[config.mk]
export PLATFORM = sky130hd
export DESIGN_NAME = hbck_seq
export DESIGN_NICKNAME = d
export VERILOG_FILES = /design/src/hdl/hbck_pkg.sv /design/src/hdl/hbck_blend.sv /design/src/hdl/hbck_seq.sv
export SDC_FILE = /design/constraint.sdc
export NUM_CORES = 1
export LEC_CHECK = 0
export ABC_AREA = 1
export BUFFER_PORTS_ARGS = -buffer_cell sky130_fd_sc_hd__buf_2
export CAP_MARGIN = 30
export CORE_UTILIZATION = 37
export CTS_BUF_LIST = sky130_fd_sc_hd__clkbuf_4 sky130_fd_sc_hd__clkbuf_8 sky130_fd_sc_hd__clkbuf_16
export CTS_CLUSTER_DIAMETER = 150
export DETAILED_ROUTE_END_ITERATION = 10
export HOLD_SLACK_MARGIN = 0.1
export PLACE_DENSITY = 0.62
export SLEW_MARGIN = 20
export SYNTH_ARGS = -nofsm -noshare
export SYNTH_HDL_FRONTEND = slang
export SYNTH_HIERARCHICAL = 1
export SYNTH_SLANG_ARGS = --single-unit
[constraint.sdc]
create_clock -name clk_i -period 11.1 [get_ports clk_i]
set_input_delay 0.555 -clock clk_i [delete_from_list [all_inputs] [get_ports clk_i]]
set_output_delay 0.555 -clock clk_i [all_outputs]
set_load 0.01 [all_outputs]
[src/hdl/hbck_pkg.sv]
`timescale 1ns / 1ps
`default_nettype none
// ----------------------------------------------------------------------------
// hbck_pkg
// Shared types, constants and helpers for the half-blend color-key blitter.
// ----------------------------------------------------------------------------
package hbck_pkg;

  localparam int unsigned MaxWidth   = 64;
  localparam int unsigned MaxHeight  = 64;
  localparam int unsigned StoreDepth = MaxWidth * MaxHeight;
  localparam int unsigned AddrW      = $clog2(StoreDepth);
  localparam int unsigned PixW       = 16;
  localparam int unsigned DimW       = 7;
  localparam int unsigned CoordW     = 6;
  localparam int unsigned PaddrW     = 5;

  localparam logic [DimW-1:0] MaxWidthV  = DimW'(MaxWidth);
  localparam logic [DimW-1:0] MaxHeightV = DimW'(MaxHeight);

  // command codes
  localparam logic [1:0] CmdWrSrc  = 2'd0;
  localparam logic [1:0] CmdWrDst  = 2'd1;
  localparam logic [1:0] CmdRdDst  = 2'd2;
  localparam logic [1:0] CmdBlit   = 2'd3;

  typedef struct packed {
    logic [1:0]        cmd;
    logic [11:0]       address;
    logic [PixW-1:0]   pixel;
    logic [CoordW-1:0] src_col;
    logic [CoordW-1:0] src_row;
    logic [CoordW-1:0] dst_col;
    logic [CoordW-1:0] dst_row;
    logic [DimW-1:0]   rect_width;
    logic [DimW-1:0]   rect_height;
  } in_item_t;

  typedef struct packed {
    logic [PixW-1:0] read_pixel;
    logic            status;
  } out_item_t;

  typedef struct packed {
    logic [DimW-1:0] src_row_pixels;
    logic [DimW-1:0] src_rows;
    logic [DimW-1:0] dst_row_pixels;
    logic [DimW-1:0] dst_rows;
    logic            key_enable;
    logic [PixW-1:0] key_color;
  } cfg_t;

  typedef struct packed {
    logic             src_we;
    logic [AddrW-1:0] src_waddr;
    logic [PixW-1:0]  src_wdata;
    logic             src_re;
    logic [AddrW-1:0] src_raddr;
    logic             dst_we;
    logic [AddrW-1:0] dst_waddr;
    logic [PixW-1:0]  dst_wdata;
    logic             dst_re;
    logic [AddrW-1:0] dst_raddr;
  } mem_req_t;

  typedef struct packed {
    logic idle;
    logic resp;
    logic pipe_wr;
  } seq_stat_t;

  // saturate an image dimension at the store maximum
  function automatic logic [DimW-1:0] lim_dim(input logic [DimW-1:0] v,
                                              input logic [DimW-1:0] max_v);
    lim_dim = (v > max_v) ? max_v : v;
  endfunction

  function automatic logic [DimW-1:0] min_dim(input logic [DimW-1:0] a,
                                              input logic [DimW-1:0] b);
    min_dim = (a < b) ? a : b;
  endfunction

endpackage
`default_nettype wire

[src/hdl/hbck_blend.sv]
`timescale 1ns / 1ps
`default_nettype none
// ----------------------------------------------------------------------------
// hbck_blend
// Per-channel RGB565 half blend with color key compare.
// ----------------------------------------------------------------------------
module hbck_blend (
  input  logic [hbck_pkg::PixW-1:0] src_i,
  input  logic [hbck_pkg::PixW-1:0] dst_i,
  input  logic                      key_en_i,
  input  logic [hbck_pkg::PixW-1:0] key_i,
  output logic [hbck_pkg::PixW-1:0] res_o,
  output logic                      skip_o
);
  import hbck_pkg::*;

  logic [5:0] sum_r;
  logic [6:0] sum_g;
  logic [5:0] sum_b;

  assign sum_r = {1'b0, src_i[15:11]} + {1'b0, dst_i[15:11]};
  assign sum_g = {1'b0, src_i[10:5]}  + {1'b0, dst_i[10:5]};
  assign sum_b = {1'b0, src_i[4:0]}   + {1'b0, dst_i[4:0]};

  // drop the low bit of each sum: average rounded down
  assign res_o  = {sum_r[5:1], sum_g[6:1], sum_b[5:1]};
  assign skip_o = key_en_i && (src_i == key_i);

endmodule
`default_nettype wire

[src/hdl/hbck_seq.sv]
`timescale 1ns / 1ps
`default_nettype none
// ----------------------------------------------------------------------------
// hbck_seq
// Command sequencer: store access, overlay clipping and the pixel walk that
// drives the shared blend unit, plus the result register.
// ----------------------------------------------------------------------------
module hbck_seq (
  input  logic                      clk_i,
  input  logic                      rst_ni,
  input  hbck_pkg::cfg_t            cfg_i,
  input  logic                      in_valid_i,
  output logic                      in_ready_o,
  input  hbck_pkg::in_item_t        in_data_i,
  output logic                      out_valid_o,
  input  logic                      out_ready_i,
  output hbck_pkg::out_item_t       out_data_o,
  output hbck_pkg::mem_req_t        mem_req_o,
  input  logic [hbck_pkg::PixW-1:0] src_rdata_i,
  input  logic [hbck_pkg::PixW-1:0] dst_rdata_i,
  output hbck_pkg::seq_stat_t       stat_o
);
  import hbck_pkg::*;

  localparam logic [2:0] StIdle = 3'd0;
  localparam logic [2:0] StClip = 3'd1;
  localparam logic [2:0] StBase = 3'd2;
  localparam logic [2:0] StRun  = 3'd3;
  localparam logic [2:0] StResp = 3'd4;

  logic [2:0]        state_q, state_d;
  in_item_t          item_q;
  logic              status_q, status_d;
  logic              out_valid_q;
  out_item_t         out_data_q;

  logic [DimW-1:0]   sw_q, dw_q;
  logic [CoordW-1:0] w_m1_q, h_m1_q;
  logic [CoordW-1:0] col_q, row_q;
  logic [AddrW-1:0]  src_base_q, dst_base_q;
  logic [AddrW-1:0]  src_addr_q, dst_addr_q;
  logic              p_vld_q;
  logic [AddrW-1:0]  p_addr_q;

  logic              accept;
  logic              out_load;
  logic [DimW-1:0]   sw, sh, dw, dh;
  logic              reject;
  logic [DimW-1:0]   cw, ch;
  logic [12:0]       src_prod, dst_prod;
  logic [AddrW-1:0]  src_base_n, dst_base_n;
  logic [PixW-1:0]   blend_res;
  logic              blend_skip;

  assign accept   = in_valid_i && in_ready_o;
  assign out_load = (state_q == StResp) && (!out_valid_q || out_ready_i);

  // image limits and clipping
  assign sw = lim_dim(cfg_i.src_row_pixels, MaxWidthV);
  assign sh = lim_dim(cfg_i.src_rows, MaxHeightV);
  assign dw = lim_dim(cfg_i.dst_row_pixels, MaxWidthV);
  assign dh = lim_dim(cfg_i.dst_rows, MaxHeightV);

  assign reject = ({1'b0, item_q.dst_col} >= dw) || ({1'b0, item_q.dst_row} >= dh) ||
                  ({1'b0, item_q.src_col} >= sw) || ({1'b0, item_q.src_row} >= sh);

  assign cw = min_dim(item_q.rect_width,
                      min_dim(dw - {1'b0, item_q.dst_col}, sw - {1'b0, item_q.src_col}));
  assign ch = min_dim(item_q.rect_height,
                      min_dim(dh - {1'b0, item_q.dst_row}, sh - {1'b0, item_q.src_row}));

  // start address of the first row: row times width plus column
  assign src_prod = 13'(item_q.src_row) * 13'(sw_q);
  assign dst_prod = 13'(item_q.dst_row) * 13'(dw_q);
  assign src_base_n = AddrW'(src_prod + 13'(item_q.src_col));
  assign dst_base_n = AddrW'(dst_prod + 13'(item_q.dst_col));

  hbck_blend u_blend (
    .src_i    (src_rdata_i),
    .dst_i    (dst_rdata_i),
    .key_en_i (cfg_i.key_enable),
    .key_i    (cfg_i.key_color),
    .res_o    (blend_res),
    .skip_o   (blend_skip)
  );

  always_comb begin
    mem_req_o           = '0;
    mem_req_o.src_waddr = in_data_i.address;
    mem_req_o.src_wdata = in_data_i.pixel;
    mem_req_o.src_we    = accept && (in_data_i.cmd == CmdWrSrc);
    mem_req_o.src_raddr = src_addr_q;
    mem_req_o.src_re    = (state_q == StRun);
    if (accept) begin
      mem_req_o.dst_we    = (in_data_i.cmd == CmdWrDst);
      mem_req_o.dst_waddr = in_data_i.address;
      mem_req_o.dst_wdata = in_data_i.pixel;
      mem_req_o.dst_re    = (in_data_i.cmd == CmdRdDst);
      mem_req_o.dst_raddr = in_data_i.address;
    end else begin
      mem_req_o.dst_we    = p_vld_q && !blend_skip;
      mem_req_o.dst_waddr = p_addr_q;
      mem_req_o.dst_wdata = blend_res;
      mem_req_o.dst_re    = (state_q == StRun);
      mem_req_o.dst_raddr = dst_addr_q;
    end
  end

  always_comb begin
    state_d  = state_q;
    status_d = status_q;
    unique case (state_q)
      StIdle: begin
        if (accept) begin
          status_d = 1'b0;
          state_d  = (in_data_i.cmd == CmdBlit) ? StClip : StResp;
        end
      end
      StClip: begin
        if (reject) begin
          status_d = 1'b1;
          state_d  = StResp;
        end else if ((cw == '0) || (ch == '0)) begin
          state_d = StResp;
        end else begin
          state_d = StBase;
        end
      end
      StBase: state_d = StRun;
      StRun: begin
        if ((col_q == w_m1_q) && (row_q == h_m1_q)) begin
          state_d = StResp;
        end
      end
      StResp: begin
        if (out_load) begin
          state_d = StIdle;
        end
      end
      default: state_d = StIdle;
    endcase
  end

  always_ff @(posedge clk_i or negedge rst_ni) begin
    if (!rst_ni) begin
      state_q     <= StIdle;
      status_q    <= 1'b0;
      out_valid_q <= 1'b0;
      p_vld_q     <= 1'b0;
    end else begin
      state_q  <= state_d;
      status_q <= status_d;
      p_vld_q  <= (state_q == StRun);
      if (out_load) begin
        out_valid_q <= 1'b1;
      end else if (out_ready_i) begin
        out_valid_q <= 1'b0;
      end
    end
  end

  always_ff @(posedge clk_i) begin
    if (accept) begin
      item_q <= in_data_i;
    end
    if (out_load) begin
      out_data_q.read_pixel <= (item_q.cmd == CmdRdDst) ? dst_rdata_i : '0;
      out_data_q.status     <= status_q;
    end
    p_addr_q <= dst_addr_q;
    unique case (state_q)
      StClip: begin
        sw_q   <= sw;
        dw_q   <= dw;
        w_m1_q <= CoordW'(cw - 7'd1);
        h_m1_q <= CoordW'(ch - 7'd1);
      end
      StBase: begin
        col_q      <= '0;
        row_q      <= '0;
        src_base_q <= src_base_n;
        dst_base_q <= dst_base_n;
        src_addr_q <= src_base_n;
        dst_addr_q <= dst_base_n;
      end
      StRun: begin
        if (col_q == w_m1_q) begin
          // advance to the next row
          col_q      <= '0;
          row_q      <= row_q + 1'b1;
          src_base_q <= src_base_q + AddrW'(sw_q);
          dst_base_q <= dst_base_q + AddrW'(dw_q);
          src_addr_q <= src_base_q + AddrW'(sw_q);
          dst_addr_q <= dst_base_q + AddrW'(dw_q);
        end else begin
          col_q      <= col_q + 1'b1;
          src_addr_q <= src_addr_q + 1'b1;
          dst_addr_q <= dst_addr_q + 1'b1;
        end
      end
      default: begin
        col_q <= col_q;
      end
    endcase
  end

  assign in_ready_o     = (state_q == StIdle);
  assign out_valid_o    = out_valid_q;
  assign out_data_o     = out_data_q;
  assign stat_o.idle    = (state_q == StIdle);
  assign stat_o.resp    = (state_q == StResp);
  assign stat_o.pipe_wr = p_vld_q;

endmodule
`default_nettype wire

# Word-level counts from Yosys, hierarchy flattened
# Index checks and enable logic that the tools add are counted.
# totals
ff_bits	161
latchBits	0
ram_bits	0
romBits	0
inputBits	149
out_inout_bits	106
word_cells	127
memories	0
# op_classes
n_addsub	17
n_mul	2
div_mod_pow	0
order_cmp	12
eq_ne	16
n_shift	0
muxes	33
bitwise_logic	0
reduce_logical	23
# ops
op	n
12-bit one-hot mux with 2 select lines	4
7-bit 2-to-1 mux	8
12-bit 2-to-1 mux	4
42-bit 2-to-1 mux	1
6-bit by 7-bit greater-or-equal comparator with 1-bit output	4
7-bit greater-than comparator (second input constant)	4
7-bit less-than comparator	4
7-bit by 6-bit subtractor with 7-bit output	4
12-bit by 1-bit adder with 12-bit output (second input constant)	2
12-bit by 6-bit adder with 12-bit output	2
12-bit by 7-bit adder with 12-bit output	2
6-bit by 7-bit multiplier with 12-bit output	2
6-bit one-hot mux with 2 select lines	2
3-bit 2-to-1 mux	6
16-bit == test	1
3-bit one-hot mux with 5 select lines	1
7-bit logical NOT	2
5-bit by 5-bit adder with 6-bit output	2
6-bit by 1-bit adder with 6-bit output (second input constant)	2
6-bit == test	2
6-bit 2-to-1 mux	2
6-bit by 1-bit subtractor with 6-bit output (second input constant)	2
2-bit by 1-bit != test with 1-bit output (second input constant)	4
6-bit by 6-bit adder with 7-bit output	1
16 further kinds	35

# Logic depth before layout (Yosys ltp)
# logic_depth
depth_word	12
ltp_mapped	42

# Cells and area by module
# The synthesis kept the hierarchy.
# modules_own_cells
mod	n_inst	cells_per_inst	area_each_um2	seq_area_each_um2
hbck_seq	1	1593	13068.8	4684.5
hbck_blend	1	130	770.7	0.0

# Worst setup path before layout
# Ideal clock, no wire load.
# synth_timing
path_type	input-to-reg
start	in cfg_i[30] (netlist bit)
end	reg state_q[2]
setup_ps	65
t_arrival_ps	5229
required_time_ps	11035
setup_slack_ps	5806
path_stages	34
cell_sequence	clkbuf_1 > nand2_1 > inv_1 > nor2_1 > inv_1 > ha_1 > inv_1 > fa_1 > nand2_1 > nand2_1 > nand3_2 > nand2_1 > a21oi_1 > xor2_1 > ha_1 > a21oi_1 > nand2_2 > buf_6 > o21ai_0 > ha_1 > a21oi_1 > nor2_1 > a211oi_1 > nand2_4 > o21ai_2 > ha_1 > nand3_1 > nor2_2 > nand2_1 > nand3_2 > nand2_1 > nand2_1 > nand2_1 > nand2_1
# synth_via
elab_chain_cells	12
word_cells_on_any_way	16
cone_classes	1 x add/sub; 4 x order compare; 6 x mux; 5 x reduce/logical
# synth_lines
element	line_no	source
start, declared	hbck_seq.sv:11	input hbck_pkg::cfg_t cfg_i,
7-bit greater-than comparator (*)	hbck_pkg.sv:75	lim_dim = (v > max_v) ? max_v : v;
7-bit 2-to-1 mux (*)	hbck_pkg.sv:75	
via dw[0]	hbck_seq.sv:47	logic [DimW-1:0] sw, sh, dw, dh;
7-bit by 6-bit subtractor with 7-bit output	hbck_seq.sv:68	min_dim(dw - {1'b0, item_q.dst_col}, sw - {1'b0, item_q.src_col}));
7-bit less-than comparator	hbck_pkg.sv:80	min_dim = (a < b) ? a : b;
7-bit 2-to-1 mux	hbck_pkg.sv:80	
7-bit less-than comparator	hbck_pkg.sv:80	
7-bit 2-to-1 mux	hbck_pkg.sv:80	
7-bit logical NOT	hbck_seq.sv:123	end else if ((cw == '0) || (ch == '0)) begin
1-bit logical OR	hbck_seq.sv:123	
3-bit 2-to-1 mux	hbck_seq.sv:123	
3-bit 2-to-1 mux (*)	hbck_seq.sv:120	if (reject) begin
3-bit one-hot mux with 5 select lines (*)	hbck_seq.sv:112	unique case (state_q)
end signal, assigned	hbck_seq.sv:146	state_q <= StIdle;
end signal, assigned	hbck_seq.sv:151	state_q <= state_d;
end, declared	hbck_seq.sv:31	logic [2:0] state_q, state_d;
# The timed path passes the listed nets; every way through them passes the cells marked *.
# A chain may end at the register's enable or synchronous reset.

# Worst setup path in the final report
# layout_timing
start	reg item_q[26] (netlist bit)
end	reg state_q[2]
# layout_via
elab_chain_cells	10
word_cells_on_any_way	12
cone_classes	1 x add/sub; 3 x order compare; 5 x mux; 3 x reduce/logical
# layout_lines
element	line_no	source
start, declared	hbck_seq.sv:32	in_item_t item_q;
start signal, assigned	hbck_seq.sv:164	item_q <= in_data_i;
7-bit by 6-bit subtractor with 7-bit output	hbck_seq.sv:70	min_dim(dh - {1'b0, item_q.dst_row}, sh - {1'b0, item_q.src_row}));
7-bit less-than comparator	hbck_pkg.sv:80	
7-bit 2-to-1 mux	hbck_pkg.sv:80	
7-bit less-than comparator	hbck_pkg.sv:80	
7-bit 2-to-1 mux	hbck_pkg.sv:80	
7-bit logical NOT	hbck_seq.sv:123	
1-bit logical OR	hbck_seq.sv:123	
3-bit 2-to-1 mux	hbck_seq.sv:123	
3-bit 2-to-1 mux (*)	hbck_seq.sv:120	
3-bit one-hot mux with 5 select lines (*)	hbck_seq.sv:112	
# Every way passes the cells marked *; elsewhere a longest branch is shown, timed or not.

==> metrics.md <==
| Metric | Value |
|---|---|
| Setup TNS | `0 ns` |
| Drc violations | `0` |
| Filler cells | `3671` |
| Critical path type | `reg -> reg` |
| Reg2Reg Launch Point | `item_q[26]` |
| Leakage power | `around 8.4 nW` |
| Die Height | `195 µm` |
| Critical Path AT | `~6.1 ns` |
| Clock network latency to the later pin of the worst-skew pair | `0.45 ns` |
| Root buffer cell | `clkbuf_16` |
| Final GP Congestion | `0.863` |
| Layout cells sized above 1 | `0.171` |
| Min-delay src | `in_data_i[7]` |
| GRT overflow | `0` |
| Vias in the first global route | `between 10000 and 15000` |
| Post-DP HPWL | `between 30000 and 40000 µm` |
| Reg2Reg Setup Slack | `5.36 ns` |
| Max IR drop VDD | `about 0.17 mV` |
| Highest Clock Rate | `174 MHz` |
| Seq cells post-synth | `~160` |
| CP delay by family, top | `compound AO/OA/AOI/OAI gates` |
| Number of buffers and inverters on the critical path | `1` |
| CTS clk-pin slew, worst paths | `~0.07 ns` |
| Post-CTS sizing | `0` |
| Initial antenna violation count | `1` |
| Reg area | `4680 µm²` |
| Final setup viols | `0` |
| CTS tree | `built` |
| ANT nets after route | `0` |
| Final core occ | `0.436` |
| Final Hold Viols | `0` |
| Hold depth | `1` |
| Nets@finish | `2284` |
| Crit-path slowest cell | `a211oi_1` |
| Die footprint | `~38000 µm²` |
| Slowest Stage Delay on Critical Path | `about 0.73 ns` |
| RSZ-0062 raised after global routing | `no` |
| Routed wire length | `38700 µm` |
| H-Tree Depth | `4` |
| Stages on the worst setup path | `28` |
| Switching Power | `between 2 and 3 mW` |
| Setup bufs post-CTS | `0` |
| Worst hold path endpoint | `item_q[7]` |
| Synth async-reset ratio | `0.0373` |
| Net count after synthesis | `slightly above 2000` |
| Starting DRT DRC Count | `around 550` |
| Ys flop type | `edfxtp_1` |
| R2R depth | `28` |
| Ratio of final minimum period to clock period | `0.517` |
| Slew @ Worst Pin | `between 0.9 and 1 ns` |
| I/O pins | `roughly 260` |
| Rows | `70` |
| Largest net degree at the start of global routing | `slightly below 80` |
| Die Wd | `195 µm` |
| Clk pwr share | `0.109` |
| Port Buffer Count | `254` |
| Synth Instances | `1723` |
| Worst Path Required | `~11 ns` |
| Power per cell area | `~330 nW/µm²` |
| Cell mode on critical path | `nand2_1` |
| CORE AREA | `around 37000 µm²` |
| HP Class | `in -> reg` |
| Vias per inst | `about 4.8` |
| Total Power | `roughly 5.3 mW` |
| Max-slew headroom | `0.348` |
| Post-synth EDFFs | `~140` |
| Drt first pass iters | `5` |
| Outcome | `finished, final reports clean` |
| DR WL/cell | `16.0 µm` |
| Sink Count | `between 150 and 200` |
| Cell Area, Synth | `13800 µm²` |
| CTS Buf Count | `17` |
| First-pass GRT wire length | `slightly above 60000 µm` |
| Area of the multi-input gates | `roughly 7600 µm²` |
| Avg Cell Area, Syn | `8.03 µm²` |
| Layout area overhead | `15.7%` |
| Max-slew violation count | `0` |
| Max cap viols | `0` |
| Yosys warns | `6` |
| Startpoint Class | `register` |
| Fin crit period | `~5.7 ns` |
| Post-synthesis sequential area ratio | `0.338` |
| Total GRT Usage | `0.207` |
| CTS max path bufs | `2` |
| Seq pwr share | `0.238` |
| CP Max Fanout | `13` |
| Synth unique cells | `48` |
| Comb power frac | `0.652` |
| P_int | `roughly 2.7 mW` |
| Crit end category | `register` |
| Worst R2R End | `state_q[2]` |
| Vias | `between 10000 and 15000` |
| Initial Utilization | `0.377` |
| Switching share of power | `0.491` |
| Skew final | `roughly 0.013 ns` |
repair_timing:
item	4_1_cts	5_1_grt
hold buffers	1	0
endpoints found under the setup margin	0	0
endpoints found under the hold margin	6	0
power by group through the flow:
stage | sequential (mW) | clock [mW] | combinational, mW
floorplan | 1.22 | 0 | 2.59
global placement | 1.28 | 0 | 3.39
detailed placement | 1.29 | 0 | 3.48
CTS | 1.27 | 0.601 | 3.51
global route | 1.30 | 0.620 | 4.07
finish | 1.27 | 0.585 | 3.49
Yosys cell counts (8+ instances only):
cell	count	share of area
xnor2_1	23	0.015
a21oi_1	74	0.027
clkbuf_1	31	0.0084
inv_1	331	0.090
a31oi_1	8	0.0036
nor4_1	8	0.0036
nand2_1	396	0.11
buf_4	30	0.016
edfxtp_1	143	0.31
nor3_1	18	0.0065
o21ai_0	87	0.031
xor2_1	53	0.034
fa_1	55	0.080
ha_1	138	0.12
nor2_1	153	0.041
nand3_1	64	0.023
nand2_2	11	0.0050
dfxtp_1	12	0.017
metrics by stage:
stage	setup slack [ns]	hold WS, ns	instance area (µm²)	instances
floorplan	5.81	0.259	13800	1723
global placement	5.41	0.353	15400	2389
detailed placement	5.14	0.360	15400	2390
CTS	5.49	0.259	16000	2423
global route	4.84	0.260	16000	2424
finish	5.36	0.285	16000	2424
state kept, by name (all words and copies together), names as in the netlist:
register     flops
out_valid_o      1
item_q          40
out_data_o      17
dw_q             7
sw_q             7
p_addr_q        12
row_q            6
w_m1_q           6
dst_addr_q      12
p_vld_q          1
src_base_q      12
src_addr_q      12
col_q            6
state_q          3
status_q         1
dst_base_q      12
h_m1_q           6
layer usage:
metal,vias up,global-route usage,wire length [µm]
li1,5909,-,-
met1,5300,0.261,17300
met2,434,0.351,18000
met3,62,0.0380,2080
met4,0,0.0814,1310
met5,-,0,0
cell usage in the layout (no fill, tap or decap), drive strengths merged, types with 4 or more instances in the layout:
| cell type | instances |
|---|---|
| a21oi | 74 |
| a31oi | 8 |
| a41oi | 4 |
| and2 | 4 |
| buf | 263 |
| clkbuf | 18 |
| clkinv | 5 |
| dfrtp | 6 |
| dfxtp | 12 |
| edfxtp | 143 |
| fa | 55 |
| ha | 138 |
| inv | 338 |
| nand2 | 413 |
| nand3 | 71 |
| nand3b | 6 |
| nand4 | 7 |
| nor2 | 154 |
| nor3 | 20 |
| nor4 | 8 |
| o21ai | 93 |
| o21bai | 5 |
| o31ai | 7 |
| xnor2 | 23 |
| xor2 | 53 |
logic make-up after synthesis:
group | share of synthesized area
compound gates | 0.0815
fa+ha+maj | 0.204
flops | 0.338
simple gates | 0.211
buf+inv | 0.116
xor+xnor | 0.0481
area by class of cell:
type,count,area share
diodes,1,0.000156
inverters,333,0.0781
clock buffers,18,0.0270
clock inverters,14,0.00813
repair buffers,264,0.0845
well taps,468,0.0366
multi-input cells,1165,0.473
flip-flops and latches,161,0.293
worst max path at each step:
stage	start	endpoint	slack, ns
3_5_place_dp	cfg_i[17]	state_q[2]	5.14
5_1_grt	item_q[14]	state_q[2]	4.84
2_1_floorplan	cfg_i[30]	state_q[2]	5.81
3_3_place_gp	cfg_i[41]	state_q[2]	5.41
6_report	item_q[26]	state_q[2]	5.36
4_1_cts	item_q[26]	state_q[2]	5.49
No activity file was read; power rests on OpenSTA's default activity.
