### src/hdl/hbck_pkg.sv
`timescale 1ns / 1ps
`default_nettype none
// ----------------------------------------------------------------------------
// hbck_pkg
// Shared types, constants and helpers for the half-blend color-key blitter.
// ----------------------------------------------------------------------------
package hbck_pkg;

  localparam int unsigned MaxWidth   = 64;
  localparam int unsigned MaxHeight  = 64;
  localparam int unsigned StoreDepth = MaxWidth * MaxHeight;
  localparam int unsigned AddrW      = $clog2(StoreDepth);
  localparam int unsigned PixW       = 16;
  localparam int unsigned DimW       = 7;
  localparam int unsigned CoordW     = 6;
  localparam int unsigned PaddrW     = 5;

  localparam logic [DimW-1:0] MaxWidthV  = DimW'(MaxWidth);
  localparam logic [DimW-1:0] MaxHeightV = DimW'(MaxHeight);

  // command codes
  localparam logic [1:0] CmdWrSrc  = 2'd0;
  localparam logic [1:0] CmdWrDst  = 2'd1;
  localparam logic [1:0] CmdRdDst  = 2'd2;
  localparam logic [1:0] CmdBlit   = 2'd3;

  typedef struct packed {
    logic [1:0]        cmd;
    logic [11:0]       address;
    logic [PixW-1:0]   pixel;
    logic [CoordW-1:0] src_col;
    logic [CoordW-1:0] src_row;
    logic [CoordW-1:0] dst_col;
    logic [CoordW-1:0] dst_row;
    logic [DimW-1:0]   rect_width;
    logic [DimW-1:0]   rect_height;
  } in_item_t;

  typedef struct packed {
    logic [PixW-1:0] read_pixel;
    logic            status;
  } out_item_t;

  typedef struct packed {
    logic [DimW-1:0] src_row_pixels;
    logic [DimW-1:0] src_rows;
    logic [DimW-1:0] dst_row_pixels;
    logic [DimW-1:0] dst_rows;
    logic            key_enable;
    logic [PixW-1:0] key_color;
  } cfg_t;

  typedef struct packed {
    logic             src_we;
    logic [AddrW-1:0] src_waddr;
    logic [PixW-1:0]  src_wdata;
    logic             src_re;
    logic [AddrW-1:0] src_raddr;
    logic             dst_we;
    logic [AddrW-1:0] dst_waddr;
    logic [PixW-1:0]  dst_wdata;
    logic             dst_re;
    logic [AddrW-1:0] dst_raddr;
  } mem_req_t;

  typedef struct packed {
    logic idle;
    logic resp;
    logic pipe_wr;
  } seq_stat_t;

  // saturate an image dimension at the store maximum
  function automatic logic [DimW-1:0] lim_dim(input logic [DimW-1:0] v,
                                              input logic [DimW-1:0] max_v);
    lim_dim = (v > max_v) ? max_v : v;
  endfunction

  function automatic logic [DimW-1:0] min_dim(input logic [DimW-1:0] a,
                                              input logic [DimW-1:0] b);
    min_dim = (a < b) ? a : b;
  endfunction

endpackage
`default_nettype wire

### src/hdl/hbck_cfg.sv
`timescale 1ns / 1ps
`default_nettype none
// ----------------------------------------------------------------------------
// hbck_cfg
// APB-style register file: image sizes and color key settings.
// ----------------------------------------------------------------------------
module hbck_cfg (
  input  logic                       clk_i,
  input  logic                       rst_ni,
  input  logic                       psel,
  input  logic                       penable,
  input  logic                       pwrite,
  input  logic [hbck_pkg::PaddrW-1:0] paddr,
  input  logic [31:0]                pwdata,
  output logic [31:0]                prdata,
  output logic                       pready,
  output hbck_pkg::cfg_t             cfg_o
);
  import hbck_pkg::*;

  localparam logic [2:0] RegSrcW  = 3'd0;
  localparam logic [2:0] RegSrcH  = 3'd1;
  localparam logic [2:0] RegDstW  = 3'd2;
  localparam logic [2:0] RegDstH  = 3'd3;
  localparam logic [2:0] RegKeyEn = 3'd4;
  localparam logic [2:0] RegKey   = 3'd5;

  cfg_t       cfg_q, cfg_d;
  logic       wr_en;
  logic [2:0] idx;

  assign pready = 1'b1;
  assign wr_en  = psel && penable && pwrite;
  assign idx    = paddr[4:2];

  always_comb begin
    cfg_d = cfg_q;
    if (wr_en) begin
      unique case (idx)
        RegSrcW:  cfg_d.src_row_pixels = pwdata[DimW-1:0];
        RegSrcH:  cfg_d.src_rows       = pwdata[DimW-1:0];
        RegDstW:  cfg_d.dst_row_pixels = pwdata[DimW-1:0];
        RegDstH:  cfg_d.dst_rows       = pwdata[DimW-1:0];
        RegKeyEn: cfg_d.key_enable     = pwdata[0];
        RegKey:   cfg_d.key_color      = pwdata[PixW-1:0];
        default:  cfg_d = cfg_q;
      endcase
    end
  end

  always_comb begin
    unique case (idx)
      RegSrcW:  prdata = 32'(cfg_q.src_row_pixels);
      RegSrcH:  prdata = 32'(cfg_q.src_rows);
      RegDstW:  prdata = 32'(cfg_q.dst_row_pixels);
      RegDstH:  prdata = 32'(cfg_q.dst_rows);
      RegKeyEn: prdata = 32'(cfg_q.key_enable);
      RegKey:   prdata = 32'(cfg_q.key_color);
      default:  prdata = 32'd0;
    endcase
  end

  always_ff @(posedge clk_i or negedge rst_ni) begin
    if (!rst_ni) begin
      cfg_q.src_row_pixels <= MaxWidthV;
      cfg_q.src_rows       <= MaxHeightV;
      cfg_q.dst_row_pixels <= MaxWidthV;
      cfg_q.dst_rows       <= MaxHeightV;
      cfg_q.key_enable     <= 1'b0;
      cfg_q.key_color      <= '0;
    end else begin
      cfg_q <= cfg_d;
    end
  end

  assign cfg_o = cfg_q;

endmodule
`default_nettype wire

### config.mk
export PLATFORM = sky130hd
export DESIGN_NAME = hbck_cfg
export DESIGN_NICKNAME = d
export VERILOG_FILES = /design/src/hdl/hbck_pkg.sv /design/src/hdl/hbck_cfg.sv
export SDC_FILE = /design/constraint.sdc
export NUM_CORES = 1
export LEC_CHECK = 0
export ABC_CLOCK_PERIOD_IN_PS = 1400
export BUFFER_PORTS_ARGS = -buffer_cell sky130_fd_sc_hd__buf_2
export CAP_MARGIN = 10
export CORE_MARGIN = 2
export CORE_UTILIZATION = 46
export CTS_BUF_LIST = sky130_fd_sc_hd__clkbuf_4 sky130_fd_sc_hd__clkbuf_8
export DETAILED_ROUTE_END_ITERATION = 10
export PLACE_DENSITY = 0.85
export SLEW_MARGIN = 10
export SYNTH_ARGS = -nofsm -noshare
export SYNTH_HDL_FRONTEND = slang
export SYNTH_SLANG_ARGS = --single-unit
### constraint.sdc
create_clock -name clk_i -period 1.4 [get_ports clk_i]
set_clock_uncertainty 0.15 [all_clocks]
set_input_delay 0.07 -clock clk_i [delete_from_list [all_inputs] [get_ports clk_i]]
set_output_delay 0.07 -clock clk_i [all_outputs]
set_load 0.01 [all_outputs]
# After elaboration in Yosys (flattened, before gate mapping)

Cells that the tools add are included.
Widths: inputs -> output; s select.

Register bits: 45
Input port bits: 42
Output and inout port bits: 78
Logic and storage cells: 21

Equal/unequal tests: 5
Mux-type cells: 1
Reductions and logical operators: 9

Operators by type and width:

| kind               | count |
|---|---|
| $pmux 16 s6        | 1 |
| $reduce_and 2->1   | 6 |
| $eq 3x2->1 const B | 2 |
| $eq 3x3->1 const B | 2 |
| $eq 3x1->1 const B | 1 |
| $logic_not 3->1    | 1 |
| $logic_and 1x1->1  | 2 |

# Longest topological paths before layout

Gate-level depths: netlist of the first run.

Depth after elaboration: 3
Mapped depth: 6
Mapped depth without buffers: 3

# Worst setup path before layout of the first run

OpenSTA, ideal clock, no wires.

Kind: input -> register
From: input port paddr[2] in the netlist's numbering
To: register cfg_q, in the netlist cfg_o[10]
Library setup time: 125 ps
Data arrival time: 1023 ps
Required time: 1125 ps
Path slack: 102 ps
Cell stages on the path: 6
Buffers on the path: 3
Cells stage by stage: buf_6 > and3b_1 > and2_4 > buf_6 > buf_12 > mux2_4

Cells in the longest elaborated chain, start to end: 2

RTL lines:

| element                    | RTL line       | RTL |
|---|---|---|
| start: declaration         | hbck_cfg.sv:13 | `input logic [hbck_pkg::PaddrW-1:0] paddr,` |
| $eq 3x3->1                 | hbck_cfg.sv:39 | `unique case (idx)` |
| $reduce_and 2->1 (no line) | --             |  |
| end signal: assignment     | hbck_cfg.sv:72 | `cfg_q <= cfg_d;` |
| end: declaration           | hbck_cfg.sv:28 | `cfg_t cfg_q, cfg_d;` |

Every way passes these cells.
A chain may end at the register's enable or synchronous reset.

# Worst setup path in the final report of the first run

From: register cfg_q, in the netlist cfg_o[43]
To: output port prdata[5]

Cells in the longest elaborated chain, start to end: 1

RTL lines:

| element          | RTL line       | RTL |
|---|---|---|
| $pmux 16 s6      | hbck_cfg.sv:52 | `unique case (idx)` |
| end: declaration | hbck_cfg.sv:15 | `output logic [31:0] prdata,` |

Every way passes these cells.

==> flow_summary.toml, run 1 <==
[job]
max-cap-violations = 0

[routing]
viasPerCell = 4.91
wl_per_cell_microns = 15.5
drcViolationCount = 0
drtAntennaViolNets = 0
totalWireLength_microns = 5820
firstDrtPassIters = 4
drtIter0Drc = 95
vias = 1841

[logic_synthesis]
syn_avg_cell_area_sq_um = 13.0
async_reset_ff_frac = 1.00
yosysSeqAreaShare = 0.492
synth_seq_cells = 45
netlist_instances = 177
synthMuxAreaShare = 0.284
syn_area_sq_um = 2300
yosys.area_share.simple = 0.0735
synthXorXnorAreaFrac = 0
synth-main-ff-cell = "dfrtp_1"
synthDistinctLibCells = 31
synth_compound_area_frac = 0.0556
yosys.area_share.adder = 0
synth_edf_count = 0
yosys_warnings = 0
synth_top_family_by_area = "multiplexers"

[clock_tree]
htreeDepth = 2
cts_tree = "done"
clkTransAtPathRegs_ns = 0.09
max-clock-path-buffers = 2
clk_latency_ns = 0.30
cts_buffers = 5
cts.sinks = 45
ctsRootBufferMaster = "clkbuf_8"

[status]
outcome = "finished, violations left"
violations = "setup timing"

[pwr]
p_seq_frac = 0.463
internal-power_mw = 2.62
ir_drop_v = 0.000847
power_frac_comb = 0.323
power_mw = 3.77
pwr-share-clk = 0.214
p_sw_mw = 1.16
p_sw_frac = 0.306
leakagePower_nw = 1.73
powerDensity_nw_per_um2 = 1170

[cells_and_area]
largest_reg_flops = 45
final_cell_area_sq_um = 3240
layout_commonest_cell = "buf_2"
nets = 349
n_fill_cell = 362
diodes = 0
final_util = 0.681
multi_input_area_sq_um = 1040
finalNonFillerCells = 375
area_growth_pct = 41.0
seq_area_sq_um = 1130
drive_gt1_frac = 0.601
final_cell_mix = "83 x buf_2, 41 x dfrtp_1, 38 x mux2_2, 32 x buf_4"

[placed_design]
place_congestion = 0.792
io_buffers = 84
dp_hpwl_microns = 4200
dp_cells = 337
place_area_sq_um = 2850

[floorplan]
start_util = 0.483
core_sq_um = 4750
die_w_microns = 74.7
dieArea_sq_um = 5570
io_pins = 120
row_count = 25
die_h_microns = 74.7

[grt]
grt_max_degree = 25
antenna_found_initial = 0
grt_use_met3 = 0.0602
use_met2 = 0.377
top_usage_layer = "met2"
grt.met1_usage = 0.274
grt.total_usage = 0.221
grt_pass1_wl_microns = 9050
grt_pass1_vias = 1811
globalRouteOverflowTotal = 0

[timing]
rsz0062_at_grt = "true"
finalSetupViolations = 7
worst_slack_ns = -0.206
min_period_ns = 1.61
fmax_ghz = 0.623
hold_viol = 0
slew_violations = 0
post-route-period-util = 1.15

[worst_setup_path]
crit_path_end_kind = "output pin"
rrSetupSlack_ns = 0.35
critPathLaunchType = "register"
critical_path.max_fanout = 2
arrival_ns = 1.39
reg2regPathDepth = 2
cp.required_ns = 1.18
criticalPathCategory = "reg -> out"

[min_path]
hold_path_class = "in -> async"
==> per-stage QoR <==
| step | setup WS, ns | TNS [ns] | hold WS (ns) |
|---|---|---|---|
| after floorplan | 0.102 | 0 | -0.376 |
| after global placement | -0.0342 | -0.372 | -0.126 |
| after detailed placement | -0.0764 | -1.12 | -0.129 |
| after CTS | -0.201 | -1.08 | 0.0813 |
| after global routing | -0.243 | -1.51 | 0.132 |
| final | -0.206 | -1.14 | 0.0785 |
==> area by class of cell <==
cell class,instances,share of cell area
flip-flops and latches,45,0.349
inverters,1,0.00116
repair buffers,136,0.277
multi-input cells,118,0.320
well taps,67,0.0259
clock inverters,2,0.00309
clock buffers,6,0.0236
==> layer usage <==
metal | wire (microns) | up-vias
met3 | 367 | 7
met2 | 2970 | 77
met1 | 2430 | 900
met4 | 51 | 0
met5 | 0 | -
li1 | - | 857
==> repair_timing <==
| item | CTS | global route |
|---|---|---|
| hold endpoints to repair | 90 | 0 |
| endpoints found under the setup margin | 7 | 7 |
| pin swaps | 4 | 3 |
| resized for setup | 6 | 5 |
| buffers inserted | 13 | 0 |
| hold buffers | 17 | 0 |
==> path summary, 6_finish.rpt <==
kind | start | endpoint
max in group asynchronous | rst_ni | cfg_o[27]$_DFFE_PN0P_
min in group clk_i | paddr[2] | cfg_o[16]$_DFFE_PN0P_
max | cfg_o[43]$_DFFE_PN0P_ | prdata[5]
min | rst_ni | cfg_o[26]$_DFFE_PN0P_
max reg2reg | cfg_o[43]$_DFFE_PN0P_ | cfg_o[43]$_DFFE_PN0P_
min reg2reg | cfg_o[15]$_DFFE_PN0P_ | cfg_o[15]$_DFFE_PN0P_
==> cells by family (layout without fill, tap and decap cells) <==
family                 after synthesis  after routing
multiplexers                        55             55
AND/OR/NAND/NOR                     29             29
buffers and inverters               29            145
AO/OA/AOI/OAI                       17             17
flip-flops                          45             45
other                                2             17
==> worst max-delay path, stage by stage, from the launching register on <==
cell and delay, ns:
dfrtp_1 0.41, mux2_4 0.28, a32oi_1 0.17, o21ai_1 0.09, buf_2 0.15
==> power groups by stage <==
| stage | clock, mW | sequential, mW | combinational, mW |
|---|---|---|---|
| final | 0.807 | 1.75 | 1.22 |
| after global routing | 0.870 | 1.78 | 1.32 |
| after global placement | 0 | 1.77 | 1.00 |
| after CTS | 0.810 | 1.74 | 1.21 |
| after floorplan | 0 | 1.88 | 0.474 |
| after detailed placement | 0 | 1.78 | 1.03 |
==> synth_stat cells, drive strengths merged, types with 3 or more instances <==
library cell | number | area share
mux2 | 51 | 0.27
and2 | 11 | 0.031
nor2 | 5 | 0.0082
buf | 26 | 0.087
a22oi | 4 | 0.013
and3 | 3 | 0.0082
a32oi | 4 | 0.015
dfrtp | 41 | 0.45
dfstp | 4 | 0.046
o21ai | 5 | 0.011
mux2i | 4 | 0.017
(Power assumes the default switching activity.)
==> run 2, diff against run 1 <==
--- a/config.mk
+++ b/config.mk
@@ -13,6 +13,7 @@
 export CTS_BUF_LIST = sky130_fd_sc_hd__clkbuf_4 sky130_fd_sc_hd__clkbuf_8
 export DETAILED_ROUTE_END_ITERATION = 10
 export PLACE_DENSITY = 0.85
+export SETUP_SLACK_MARGIN = 0.4
 export SLEW_MARGIN = 10
 export SYNTH_ARGS = -nofsm -noshare
 export SYNTH_HDL_FRONTEND = slang
==> flow_summary.toml, run 2 (synthesized netlist as in run 1, its figures left out) <==
[status]
outcome = "finished, violations left"
violations = "setup timing"

[worst_setup_path]
critical_path.max_fanout = 2
slowest_delay_ns = 0.41
cp.required_ns = 1.18
crit_path_end_kind = "output pin"
criticalPathCategory = "reg -> out"
arrival_ns = 1.42
crit_family = "flip-flops"
crit_path_cell_trace = "mux2_2, a221o_1, buf_2"
critPathLaunchType = "register"
rrSetupSlack_ns = -0.05
critPathBufInv = 1
reg2regPathDepth = 6
slowest_stage = "dfrtp_1"
cp_num_cells = 3

[cells_and_area]
largest_reg_flops = 45
multi_input_area_sq_um = 1190
drive_gt1_frac = 0.665
final_cell_mix = "63 x buf_6, 56 x buf_2, 42 x mux2_4, 41 x dfrtp_1, 25 x buf_4"
nets = 384
final_util = 0.849
finalNonFillerCells = 410
area_growth_pct = 75.8
seq_area_sq_um = 1130
final_cell_area_sq_um = 4040
n_fill_cell = 231
layout_commonest_cell = "buf_6"
diodes = 0

[floorplan]
core_sq_um = 4750
die_w_microns = 74.7
die_h_microns = 74.7
io_pins = 120
dieArea_sq_um = 5570
start_util = 0.483
row_count = 25

[grt]
grt.total_usage = 0.259
globalRouteOverflowTotal = 0
grt_pass1_vias = 2025
grt_pass1_wl_microns = 10500
grt_max_degree = 35
antenna_found_initial = 0

[clock_tree]
ctsRootBufferMaster = "clkbuf_8"
max-clock-path-buffers = 2
cts_tree = "done"
cts.sinks = 45
htreeDepth = 2
cts_buffers = 5
clkTransAtPathRegs_ns = 0.08
clk_latency_ns = 0.29

[timing]
min_period_ns = 1.64
finalSetupViolations = 9
slew_violations = 0
hold_viol = 0
fmax_ghz = 0.609
worst_slack_ns = -0.243
post-route-period-util = 1.17
rsz0062_at_grt = "true"

[placed_design]
place_congestion = 0.888
place_area_sq_um = 2920
io_buffers = 84
dp_hpwl_microns = 4040
dp_cells = 336

[min_path]
hold_path_class = "in -> async"

[routing]
viasPerCell = 4.95
wl_per_cell_microns = 18.3
totalWireLength_microns = 7500
drtAntennaViolNets = 0
drcViolationCount = 0
firstDrtPassIters = 4
vias = 2029
drtIter0Drc = 100

[pwr]
ir_drop_v = 0.000710
powerDensity_nw_per_um2 = 1120
leakagePower_nw = 2.07

[job]
max-cap-violations = 0
-- run 2: cell count changes in the layout (fill, tap and decap cells not counted), moves of 4 or more --
cell,previous run,this run
buf_6,1,63
mux2_2,38,9
mux2_4,13,42
buf_2,83,56
buf_4,32,25
buf_12,3,7
-- run 2: final cells by class --
type,count,area share
Sequential cell,45,0.280
Inverter,1,0.000930
Clock inverter,2,0.00248
Clock buffer,6,0.0189
Tap cell,67,0.0208
Timing Repair Buffer,171,0.383
Multi-Input combinational cell,118,0.294
-- run 2: where the power goes --
group	internal, mW	switching, mW
Sequential	1.57	0.217
Combinational	1.23	0.693
Clock	0.366	0.446
Total	3.17	1.36
-- run 2: metrics by stage --
stage / setup TNS [ns] / setup slack (ns) / power (mW) / hold WS [ns]
global placement: -0.460 / -0.0385 / 2.85 / -0.177
CTS: -1.37 / -0.206 / 4.30 / 0.0320
detailed placement: -0.842 / -0.0728 / 2.89 / -0.179
floorplan: 0 / 0.106 / 2.43 / -0.376
finish: -1.54 / -0.243 / 4.52 / 0.0458
global route: -1.90 / -0.273 / 4.72 / 0.0694
-- run 2: worst paths after layout --
| check | from | to |
|---|---|---|
| hold reg to reg | cfg_o[34]$_DFFE_PN0P_ | cfg_o[34]$_DFFE_PN0P_ |
| setup / recovery | cfg_o[20]$_DFFE_PN0P_ | prdata[3] |
| min in group clk_i | penable | cfg_o[16]$_DFFE_PN0P_ |
| max in group asynchronous | rst_ni | cfg_o[23]$_DFFE_PN1P_ |
| setup reg to reg | cfg_o[36]$_DFFE_PN0P_ | cfg_o[36]$_DFFE_PN0P_ |
| hold / removal | rst_ni | cfg_o[10]$_DFFE_PN0P_ |
-- run 2: per-layer routing --
layer / wire length, microns / global-route usage / vias up
li1: - / - / 925
met1: 3110 / 0.343 / 1022
met2: 3960 / 0.436 / 71
met3: 307 / 0.0455 / 11
met4: 119 / 0.0813 / 0
met5: 0 / 0 / -
-- run 2: timing repair --
action                                  in CTS  in global routing
gates resized for setup                     78                 19
hold buffers                                17                  0
gates cloned                                 1                  0
endpoints found under the hold margin       86                  0
setup buffers                               33                 15
pin swaps                                    6                  8
endpoints found under the setup margin     104                105
==> run 3, diff against run 2 <==
--- a/config.mk
+++ b/config.mk
@@ -5,7 +5,7 @@
 export SDC_FILE = /design/constraint.sdc
 export NUM_CORES = 1
 export LEC_CHECK = 0
-export ABC_CLOCK_PERIOD_IN_PS = 1400
+export ABC_CLOCK_PERIOD_IN_PS = 1700
 export BUFFER_PORTS_ARGS = -buffer_cell sky130_fd_sc_hd__buf_2
 export CAP_MARGIN = 10
 export CORE_MARGIN = 2
==> constraint.sdc (replaced) <==
create_clock -name clk_i -period 1.7 [get_ports clk_i]
set_clock_uncertainty 0.15 [all_clocks]
set_input_delay 0.17 -clock clk_i [delete_from_list [all_inputs] [get_ports clk_i]]
set_output_delay 0.17 -clock clk_i [all_outputs]
set_load 0.02 [all_outputs]
==> flow_summary.toml, run 3 (synthesized netlist as in run 1, its figures left out) <==
[cells_and_area]
final_util = 0.763
drive_gt1_frac = 0.715
diodes = 0
n_fill_cell = 309
finalNonFillerCells = 376
area_growth_pct = 58.0
nets = 350
multi_input_area_sq_um = 1140
layout_commonest_cell = "buf_2"
final_cell_area_sq_um = 3630
seq_area_sq_um = 1140
final_cell_mix = "50 x buf_2, 49 x buf_6, 33 x dfrtp_1, 31 x mux2_2, 25 x buf_4"
largest_reg_flops = 45

[pwr]
ir_drop_v = 0.000820
leakagePower_nw = 1.84
powerDensity_nw_per_um2 = 1060
power_mw = 3.85

[routing]
wl_per_cell_microns = 17.4
drtAntennaViolNets = 0
firstDrtPassIters = 4
viasPerCell = 5.00
totalWireLength_microns = 6540
drtIter0Drc = 42
drcViolationCount = 0
vias = 1881

[floorplan]
die_h_microns = 74.7
dieArea_sq_um = 5570
die_w_microns = 74.7
io_pins = 120
core_sq_um = 4750
row_count = 25
start_util = 0.483

[placed_design]
place_congestion = 0.748
preCtsSetupSlack_ns = 0.0418
dp_hpwl_microns = 3980
io_buffers = 84
place_area_sq_um = 2820
dp_cells = 331

[clock_tree]
clk_latency_ns = 0.31
clkTransAtPathRegs_ns = 0.09
ctsRootBufferMaster = "clkbuf_8"
cts.sinks = 45
htreeDepth = 2
cts_tree = "done"
cts_buffers = 5
max-clock-path-buffers = 2

[min_path]
hold_depth = 2
hold_path_class = "in -> reg"

[timing]
worst_slack_ns = -0.0817
post-route-period-util = 1.05
fmax_ghz = 0.561
worst-slew-pin-transition_ns = 0.540
rsz0062_at_grt = "true"
finalSetupViolations = 4
tns_ns = -0.137
hold_viol = 1
relSlewSlack = 0.640
min_period_ns = 1.78
slew_violations = 0
whs_ns = -0.00144

[worst_setup_path]
cp.required_ns = 1.38
slowest_stage = "dfrtp_2"
criticalPathCategory = "reg -> out"
crit_path_cell_trace = "mux2_4, a221o_1, buf_6"
critical_path.max_fanout = 2
crit_path_end_kind = "output pin"
critPathLaunchType = "register"
reg2regPathDepth = 4
arrival_ns = 1.46
slowest_delay_ns = 0.41

[job]
max-cap-violations = 0

[grt]
grt_pass1_vias = 1830
grt_max_degree = 24
grt.total_usage = 0.226
antenna_found_initial = 0
globalRouteOverflowTotal = 0
grt_pass1_wl_microns = 9170

[status]
outcome = "finished, violations left"
violations = "hold timing, setup timing"
## run 3: layout make-up
cell class              instances  area share
well taps                      67      0.0231
clock inverters                 2      0.0103
clock buffers                   6      0.0228
flip-flops and latches         45       0.314
repair buffers                137       0.314
inverters                       1     0.00103
multi-input cells             118       0.314
## run 3: final timing paths
check / slack, ns / start / to
worst max-delay path: -0.08 / cfg_o[27]$_DFFE_PN0P_ / prdata[3]
worst min-delay path: -0.001 / pwdata[1] / cfg_o[18]$_DFFE_PN0P_
worst max register to register: 0.42 / cfg_o[25]$_DFFE_PN0P_ / cfg_o[25]$_DFFE_PN0P_
worst min register to register: 0.40 / cfg_o[22]$_DFFE_PN0P_ / cfg_o[22]$_DFFE_PN0P_
max in group asynchronous: 0.65 / rst_ni / cfg_o[21]$_DFFE_PN0P_
min in group asynchronous: 0.22 / rst_ni / cfg_o[32]$_DFFE_PN0P_
## run 3: critical path: cells and delay by family (launching register included)
kind                   cells  cell delay [ns]
AOI/OAI and AO/OA          1             0.33
muxes                      1             0.27
DFF                        1             0.41
buffers and inverters      1             0.14
## run 3: where the power goes
| part | switching [mW] | internal (mW) | total [mW] | leakage [nW] |
|---|---|---|---|---|
| logic | 0.714 | 0.801 | 1.52 | 1.23 |
| registers | 0.179 | 1.30 | 1.48 | 0.556 |
| clock network | 0.381 | 0.478 | 0.859 | 0.0574 |
## run 3: routing by layer
metal	vias to the layer above	wire (microns)	global-route usage
met1	941	2660	0.273
met3	9	306	0.0388
met2	74	3490	0.407
met5	-	0	0
li1	857	-	-
met4	0	90	0.0774
## run 3: repair_timing
action	4_1_cts	5_1_grt
buffers inserted	17	8
pin swaps	4	7
resized for setup	78	35
hold buffers	11	0
endpoints found under the hold margin	28	0
gates cloned	0	1
endpoints found under the setup margin	23	39
